`src/sv/stb_pkg.sv`:
```
// ----------------------------------------------------------------------------
// Software timer bank package
// Shared constants, codes and types for the timer bank and its cells.
// ----------------------------------------------------------------------------
`default_nettype none

package stb_pkg;

  localparam int NUM_TIMERS = 8;
  localparam int SCAN_W = $clog2(NUM_TIMERS) + 1;

  typedef enum logic [1:0] {
    FUNC_TICK  = 2'd0,
    FUNC_START = 2'd1,
    FUNC_STOP  = 2'd2
  } func_t;

  typedef enum logic {
    ST_IDLE,
    ST_SCAN
  } state_t;

  typedef struct packed {
    logic        start;
    logic        stop;
    logic [31:0] timeout;
    logic        mode;
  } wr_t;

endpackage

`default_nettype wire

```
`src/sv/stb_cell.sv`:
```
// ----------------------------------------------------------------------------
// Timer cell
// Holds one timer and checks it when the scan token passes through.
// ----------------------------------------------------------------------------
`default_nettype none

module stb_cell (
  input  wire logic          clk,
  input  wire logic          rst,
  input  wire logic [31:0]   tick_count,
  input  wire logic          sel,
  input  wire stb_pkg::wr_t  wr,
  input  wire logic          token_in,
  output logic               token_out,
  output logic               fire
);

  logic [31:0] start_time;
  logic [31:0] timeout_ticks;
  logic        periodic;
  logic [31:0] elapsed;

  assign elapsed = tick_count - start_time;
  assign fire = token_in && (timeout_ticks != 32'd0) && (elapsed >= timeout_ticks);

  always_ff @(posedge clk) begin
    if (rst) begin
      start_time    <= 32'd0;
      timeout_ticks <= 32'd0;
      periodic      <= 1'b0;
      token_out     <= 1'b0;
    end else begin
      token_out <= token_in;
      if (sel && wr.start) begin
        timeout_ticks <= wr.timeout;
        periodic      <= wr.mode;
        start_time    <= tick_count;
      end else if (sel && wr.stop) begin
        timeout_ticks <= 32'd0;
      end else if (fire) begin
        if (periodic) begin
          start_time <= tick_count;
        end else begin
          timeout_ticks <= 32'd0;
        end
      end
    end
  end

endmodule

`default_nettype wire

```
`src/sv/software_timer_bank.sv`:
```
// ----------------------------------------------------------------------------
// Software timer bank
// A row of timer cells checked in index order by a token on every tick.
// ----------------------------------------------------------------------------
// An item is accepted when start is high and busy is low. func selects a
// tick, a timer start or a timer stop. Start and stop leave busy low. A
// tick advances the 32-bit count and launches a scan token down the row
// of cells, one cell per cycle. Each timer that has expired gives one
// item on expired_timer, marked by a one-cycle strobe; last marks the
// final item of the tick. Items are held back one firing so that last
// can be set, and the final one leaves in the cycle after the token
// passes the last cell. A tick keeps busy high until the token has left
// the last cell, so no new tick is taken before its scan ends; the
// spacing is set by the token walking the chain of cells.
// The strobe is registered and the receiver cannot stall it.
// Reset clears the count and disables every timer.
// ----------------------------------------------------------------------------
`default_nettype none

module software_timer_bank (
  input  wire logic        clk,
  input  wire logic        rst,
  input  wire logic        start,
  output logic             busy,
  input  wire logic [1:0]  func,
  input  wire logic [2:0]  timer_index,
  input  wire logic [31:0] timeout,
  input  wire logic        mode,
  output logic             strobe,
  output logic [2:0]       expired_timer,
  output logic             last
);

  stb_pkg::state_t                state;
  stb_pkg::state_t                state_next;
  logic [31:0]                    tick_count;
  logic                           launch;
  logic [stb_pkg::SCAN_W-1:0]     scan_idx;
  logic                           pend_valid;
  logic [2:0]                     pend_idx;
  logic                           accept;
  logic                           tick_go;
  stb_pkg::wr_t                   wr;
  logic [stb_pkg::NUM_TIMERS:0]   token;
  logic [stb_pkg::NUM_TIMERS-1:0] fire_vec;
  logic                           any_fire;
  logic                           scan_end;

  assign busy    = (state != stb_pkg::ST_IDLE);
  assign accept  = start && !busy;
  assign tick_go = accept && (func == stb_pkg::FUNC_TICK);

  assign wr.start   = accept && (func == stb_pkg::FUNC_START);
  assign wr.stop    = accept && (func == stb_pkg::FUNC_STOP);
  assign wr.timeout = timeout;
  assign wr.mode    = mode;

  assign token[0] = launch;

  for (genvar i = 0; i < stb_pkg::NUM_TIMERS; i++) begin : g_cell
    stb_cell u_cell (
      .clk        (clk),
      .rst        (rst),
      .tick_count (tick_count),
      .sel        (32'(timer_index) == i),
      .wr         (wr),
      .token_in   (token[i]),
      .token_out  (token[i+1]),
      .fire       (fire_vec[i])
    );
  end

  assign any_fire = |fire_vec;
  assign scan_end = token[stb_pkg::NUM_TIMERS];

  always_comb begin
    state_next = state;
    unique case (state)
      stb_pkg::ST_IDLE: begin
        if (tick_go) begin
          state_next = stb_pkg::ST_SCAN;
        end
      end
      stb_pkg::ST_SCAN: begin
        if (scan_end) begin
          state_next = stb_pkg::ST_IDLE;
        end
      end
      default: state_next = stb_pkg::ST_IDLE;
    endcase
  end

  always_ff @(posedge clk) begin
    if (rst) begin
      state      <= stb_pkg::ST_IDLE;
      tick_count <= 32'd0;
      launch     <= 1'b0;
      scan_idx   <= '0;
      pend_valid <= 1'b0;
      strobe     <= 1'b0;
    end else begin
      state  <= state_next;
      launch <= tick_go;
      strobe <= 1'b0;
      if (tick_go) begin
        tick_count <= tick_count + 32'd1;
        scan_idx   <= '0;
      end else if (state == stb_pkg::ST_SCAN) begin
        scan_idx <= scan_idx + 1'b1;
      end
      if (state == stb_pkg::ST_SCAN) begin
        if (any_fire) begin
          strobe     <= pend_valid;
          pend_valid <= 1'b1;
        end else if (scan_end) begin
          strobe     <= pend_valid;
          pend_valid <= 1'b0;
        end
      end
    end
  end

  always_ff @(posedge clk) begin
    if (state == stb_pkg::ST_SCAN && (any_fire || scan_end)) begin
      expired_timer <= pend_idx;
      last          <= scan_end;
    end
    if (state == stb_pkg::ST_SCAN && any_fire) begin
      pend_idx <= 3'(scan_idx);
    end
  end

  a_fire_onehot: assert property (@(posedge clk) disable iff (rst)
    $onehot0(fire_vec))
    else $error("More than one timer cell fired in the same cycle.");

  a_fire_in_scan: assert property (@(posedge clk) disable iff (rst)
    any_fire |-> state == stb_pkg::ST_SCAN)
    else $error("A timer cell fired outside a scan.");

  a_end_idle: assert property (@(posedge clk) disable iff (rst)
    (state == stb_pkg::ST_SCAN && scan_end) |=> state == stb_pkg::ST_IDLE)
    else $error("The scan did not finish when the token left the row.");

  a_tick_adv: assert property (@(posedge clk) disable iff (rst)
    tick_go |=> tick_count == $past(tick_count) + 32'd1)
    else $error("The tick count did not advance on a tick item.");

  a_last_end: assert property (@(posedge clk) disable iff (rst)
    (strobe && last) |-> !pend_valid && state == stb_pkg::ST_IDLE)
    else $error("The final item of a tick left with work still pending.");

endmodule

`default_nettype wire

```
`config.mk`:
```
export PLATFORM = sky130hd
export DESIGN_NAME = software_timer_bank
export DESIGN_NICKNAME = d
export VERILOG_FILES = /design/src/sv/stb_pkg.sv /design/src/sv/stb_cell.sv /design/src/sv/software_timer_bank.sv
export SDC_FILE = /design/constraint.sdc
export NUM_CORES = 2
export LEC_CHECK = 0
export BUFFER_PORTS_ARGS = -buffer_cell sky130_fd_sc_hd__buf_2
export CAP_MARGIN = 20
export CORE_ASPECT_RATIO = 0.9
export CORE_MARGIN = 4
export CORE_UTILIZATION = 65
export DETAILED_ROUTE_END_ITERATION = 12
export PLACE_DENSITY = 0.87
export SYNTH_ARGS = -nofsm -noshare
export SYNTH_HDL_FRONTEND = slang
export SYNTH_SLANG_ARGS = --single-unit
```
`constraint.sdc`:
```
create_clock -name clk -period 8.2 [get_ports clk]
set_input_delay 0.82 -clock clk [delete_from_list [all_inputs] [get_ports clk]]
set_output_delay 0.82 -clock clk [all_outputs]
set_load 0.05 [all_outputs]
```
# Yosys cells after proc, flatten, opt, wreduce, memory -nomap -nowiden
# Cells that the tools add are included.
# Widths: inputs -> output; s select.
# word_totals
regBits	575
in_bits	41
memories	0
romBits	0
latch_bits	0
ramBits	0
# op_classes
bitwise	1
mux	71
multipliers	0
n_eq_ne	25
div_mod_pow	0
n_reduce_logical	95
addsub	10
n_lt_le_gt_ge	8
shifts	0
# ops
cell	count
$mux 32	64
$ge 32x32->1	8
$reduce_bool 32->1	8
$sub 32x32->32	8
$logic_and 1x1->1	38
$reduce_bool 2->1	17
$add 32x1->32 const B	1
$ne 3x3->1 const B	8
$reduce_and 3->1	8
$reduce_bool 3->1	8
$reduce_and 2->1	9
$ne 2x1->1 const B	8
$eq 3x3->1 const B	4
$reduce_or 8->1	1
$eq 3x2->1 const B	2
$mux 1	6
$add 4x1->4 const B	1
$reduce_or 2->1	2
$eq 3x1->1 const B	1
$logic_not 3->1	1
$eq 2x1->1 const B	1
$eq 2x2->1 const B	1
$logic_not 2->1	1
$pmux 1 s2	1
3 further kinds	3

# Longest topological paths before layout
# depth
word_depth	6
ltp_mapped	28
ltp_nobuf	25

# Cells and area by module
# Synthesis repeated with hierarchy kept, for this count alone.
# hier_totals
cells_unflattened	5029
hier_area_um2	42363.1
# modules_own_cells
mod	area_each_um2	cells_each	n_inst
stb_cell (g_cell[0].u_cell ...)	4814.6	565	5
stb_cell (g_cell[6].u_cell ...)	5550.3	691	2
stb_cell (g_cell[1].u_cell)	5087.4	592	1
software_timer_bank	2102.0	230	1

# Least setup slack after synthesis
# OpenSTA, ideal clock, no wires.
# synth_timing
path_kind	reg-to-reg
start	reg tick_count[1]
end	reg expired_timer[0] (enable)
arrival_ns	5.218
setup_time_ns	0.289
path_stages_with_launch	23
slack_ns	2.693
synth_period_minus_slack_ns	5.507
cell_sequence	dfxtp_1 > ha_1 > nor2b_1 > o31a_1 > nor4_1 > o31a_1 > o31ai_1 > a211o_1 > a21o_1 > a21o_1 > a21oi_1 > xnor2_1 > ha_1 > a21o_1 > a21o_1 > a21o_1 > a21o_1 > a21o_1 > a21o_1 > a21oi_1 > o21ai_1 > a2111oi_2 > a21boi_1
# synth_between
elab_chain_len	6
word_cells_on_any_way	27
# synth_lines
element	line_no	rtl
start, declared	software_timer_bank.sv:36	logic [31:0] tick_count;
start signal, assigned	software_timer_bank.sv:106	tick_count <= tick_count + 32'd1;
$sub 32x32->32	stb_cell.sv:23	assign elapsed = tick_count - start_time;
$ge 32x32->1	stb_cell.sv:24	assign fire = token_in && (timeout_ticks != 32'd0) && (elapsed >= timeout_ticks);
$logic_and 1x1->1	stb_cell.sv:24	
$reduce_or 8->1 *	software_timer_bank.sv:73	assign any_fire = |fire_vec;
$logic_or 1x1->1 *	software_timer_bank.sv:124	if (state == stb_pkg::ST_SCAN && (any_fire || scan_end)) begin
$logic_and 1x1->1 *	software_timer_bank.sv:124	
end signal, assigned	software_timer_bank.sv:125	expired_timer <= pend_idx;
end, declared	software_timer_bank.sv:30	output logic [2:0] expired_timer,
# Every way passes the cells marked *; elsewhere a longest branch is shown, timed or not.
# A chain may end at the register's enable or synchronous reset.

# Worst setup path after layout
# layout_timing
start	reg tick_count[0]
end	reg expired_timer[0] (enable)
# Same word-level chain as after synthesis.

==> results.sh <==
export IMPL_regArea_um2=11600
export IMPL_p_comb_frac=0.057
export IMPL_hold_buffers=0
export IMPL_clockRootBuffer="clkbuf_16"
export IMPL_slowest_delay_ns=0.70
export IMPL_p_sw_frac=0.242
export IMPL_endpoint_kind="flip-flop"
export IMPL_die_h_um=242
export IMPL_final_common_cell="dfxtp_1"
export IMPL_ys_warn_count=0
export IMPL_maxSlewViolCount=0
export IMPL_nets=5240
export IMPL_io_pins=47
export IMPL_fin_crit_sh=0.848
export IMPL_clockBufferDepth=3
export IMPL_cts_tree="built"
export IMPL_dr_pass1_iters=6
export IMPL_die_area_um2=64600
export IMPL_vias_per_cell=6.28
export IMPL_vdd_ir_drop_max_mv=0.168
export IMPL_synthTopCellsByArea="dfxtp_1 29%, ha_1 16%, inv_1 5.2%"
export IMPL_synth_simple_gate_area_frac=0.151
export IMPL_path_max_fanout=11
export IMPL_fin_worst_skew_ns=0.0366
export IMPL_ant_nets=0
export IMPL_grt_ovfl_total=0
export IMPL_synth_compound_area_frac=0.216
export IMPL_rsz0062_at_grt="no"
export IMPL_gp_congestion=0.958
export IMPL_p_int_mw=4.57
export IMPL_h_tree_depth=2
export IMPL_worstSetupStartpointType="flip-flop"
export IMPL_synth_mux_area_frac=0.0424
export IMPL_fin_tns_setup_ns=0
export IMPL_synth_seq_area_share=0.293
export IMPL_slew_headroom=0.257
export IMPL_place_hpwl_um=78400
export IMPL_syn_inst=4734
export IMPL_outcome="complete, no violations"
export IMPL_crit_top_cell="a21oi_1"
export IMPL_die_x_um=268
export IMPL_start_util=0.658
export IMPL_p_sw_mw=1.46
export IMPL_grt_usage=0.327
export IMPL_grt_pass1_wl_um=174000
export IMPL_drt_iter0_markers=3086
export IMPL_timing_fmax_ghz=0.144
export IMPL_cts_buffers=60
export IMPL_tightest_slew_ns=1.12
export IMPL_synth_largest_area_cell="dfxtp_1"
export IMPL_ys_types=82
export IMPL_p_clk_frac=0.476
export IMPL_multi_input_area_um2=25100
export IMPL_maxCapViolCount=0
export IMPL_pwr_share_seq=0.467
export IMPL_crit_slowest_cell="nor4b_1"
export IMPL_ys_dominant_reg_cell="dfxtp_1"
export IMPL_design_area_um2=42600
export IMPL_crit_required_ns=8.54
export IMPL_synthAdderAreaFrac=0.165
export IMPL_layout_common_cells="567 x dfxtp_1, 544 x inv_1, 506 x ha_1"
export IMPL_clk_latency_ns=0.65
export IMPL_core_um2=59900
export IMPL_avgSynthCellArea_um2=8.33
export IMPL_post_cts_setup_buffers=0
export IMPL_synthArstFlopShare=0
export IMPL_worst_hold_path_type="in -> reg"
export IMPL_drive_gt1_frac=0.0570
export IMPL_synth_edf_count=7
export IMPL_grt_max_degree=201
export IMPL_synthXorXnorAreaFrac=0.0567
export IMPL_crit_arrival_ns=7.29
export IMPL_netlist_area_leader_share=0.288
export IMPL_setup_viol=0
export IMPL_routed_wl_um=109000
export IMPL_grt_pass1_vias=33700
export IMPL_power_per_cell_area_nw_per_um2=142
export IMPL_via_count=34660
export IMPL_std_cell_rows=85
export IMPL_leakage_nw=17.8
export IMPL_syn_to_final_growth_pct=8.05
export IMPL_synth_area_um2=39400
export IMPL_numPortBuffers=46
export IMPL_synth_nets=5289
export IMPL_synth_top_family_by_area="compound AO/OA/AOI/OAI gates"
export IMPL_critPathKind="reg -> reg"
export IMPL_cp_cell_sequence="inv_1 > ha_1 > nand2b_1 > a21oi_1 > o311ai_1 > a21boi_1 > nor4b_1 > o21ai_1 > a41oi_1 > o21ai_1 > nor2_1 > xnor2_1 > ha_1 > a21o_1 > a21o_1 > a21oi_1 > o211ai_1 > o211ai_1 > a21oi_1 > a21oi_1 > nand4_1 > a2111oi_2 > a21boi_1"
export IMPL_clock_sinks=574
export IMPL_cts_repair_resized=0
export IMPL_antenna_found_initial=1
export IMPL_routedWlPerCell_um=19.8
export IMPL_synth_seq_cells=574
export IMPL_clkSlewWorstSetupHoldPaths_ns=0.07
export IMPL_place_area_um2=40400
export IMPL_drc_errors=0
export IMPL_fill_cells=4555
export IMPL_timing_final_crit_period_ns=6.96
export IMPL_hold_viol=0
==> cell families after synthesis <==
family | after synthesis
AOI/OAI and AO/OA | 1266
buffers and inverters | 770
and+or+nand+nor | 1188
DFF | 574
adders and majority gates | 514
xor gates and xnor gates | 255
muxes | 167
==> final timing paths <==
check	to	cells past startpoint	slack [ns]	from
max	expired_timer[0]$_DFFE_PP_	23	1.24	tick_count[0]$_SDFFE_PP0P_
min	launch$_SDFF_PP0_	2	0.40	func[1]
max reg2reg	expired_timer[0]$_DFFE_PP_	23	1.24	tick_count[0]$_SDFFE_PP0P_
min reg2reg	expired_timer[1]$_DFFE_PP_	0	0.42	pend_idx[1]$_DFFE_PP_
==> metal layers <==
metal  vias up  GRT usage  wire, µm
li1      16692          -         -
met1     16298      0.428     45600
met2      1367      0.526     48200
met3       303     0.0534      9300
met4         0      0.162      6020
met5         -          0         0
==> sequential cells by signal, indices dropped and copies added (netlist names) <==
| register | cells |
|---|---|
| last | 1 |
| busy | 1 |
| scan_idx | 3 |
| expired_timer | 3 |
| strobe | 1 |
| launch | 1 |
| g_cell.u_cell.periodic | 8 |
| g_cell.u_cell.timeout_ticks | 256 |
| g_cell.u_cell.start_time | 256 |
| tick_count | 32 |
| g_cell.u_cell.token_out | 8 |
| pend_valid | 1 |
| pend_idx | 3 |
==> cell usage after synthesis (all sizes together) (46+ instances only) <==
cell type,n
nand3,115
ha,506
nor2,454
nor2b,46
dfxtp,567
a21o,175
a21oi,299
clkbuf,207
inv,544
a22o,128
a22oi,97
nand4,68
mux2i,167
o21a,49
nor4,74
nand2b,112
nand2,123
xnor2,170
o21ai,244
xor2,85
==> critical path, delay by kind of cell (launching register included) <==
kind	cells	cell delay [ns]
DFF	1	0.44
AOI/OAI and AO/OA	15	3.96
and+or+nand+nor	4	1.23
xor gates and xnor gates	1	0.14
buffers and inverters	1	0.38
adders and majority gates	2	0.54
==> per-stage QoR <==
step                cells  worst slack [ns]  hold slack [ns]  utilization  power [mW]
floorplan            4734              2.69            0.400            -        3.09
global placement     5402              1.64            0.409        0.675        3.20
detailed placement   5403              1.51            0.408        0.675        3.21
CTS                  5514              1.45            0.384        0.710        6.05
global route         5517             0.775            0.407        0.711        6.19
finish               5518              1.24            0.404        0.711        6.03
==> power groups by stage <==
stage               combinational (mW)  sequential [mW]  clock [mW]
global route                     0.365             2.81        3.01
finish                           0.345             2.81        2.87
global placement                 0.326             2.88           0
CTS                              0.335             2.81        2.90
floorplan                        0.214             2.87           0
detailed placement               0.333             2.88           0
==> area by class of cell <==
| type | instances | area share |
|---|---|---|
| clock inverters | 36 | 0.00923 |
| diodes | 1 | 0.0000588 |
| inverters | 544 | 0.0480 |
| clock buffers | 75 | 0.0397 |
| repair buffers | 115 | 0.0197 |
| flip-flops and latches | 574 | 0.271 |
| well taps | 783 | 0.0230 |
| multi-input cells | 3390 | 0.589 |
(Power assumes the default switching activity.)
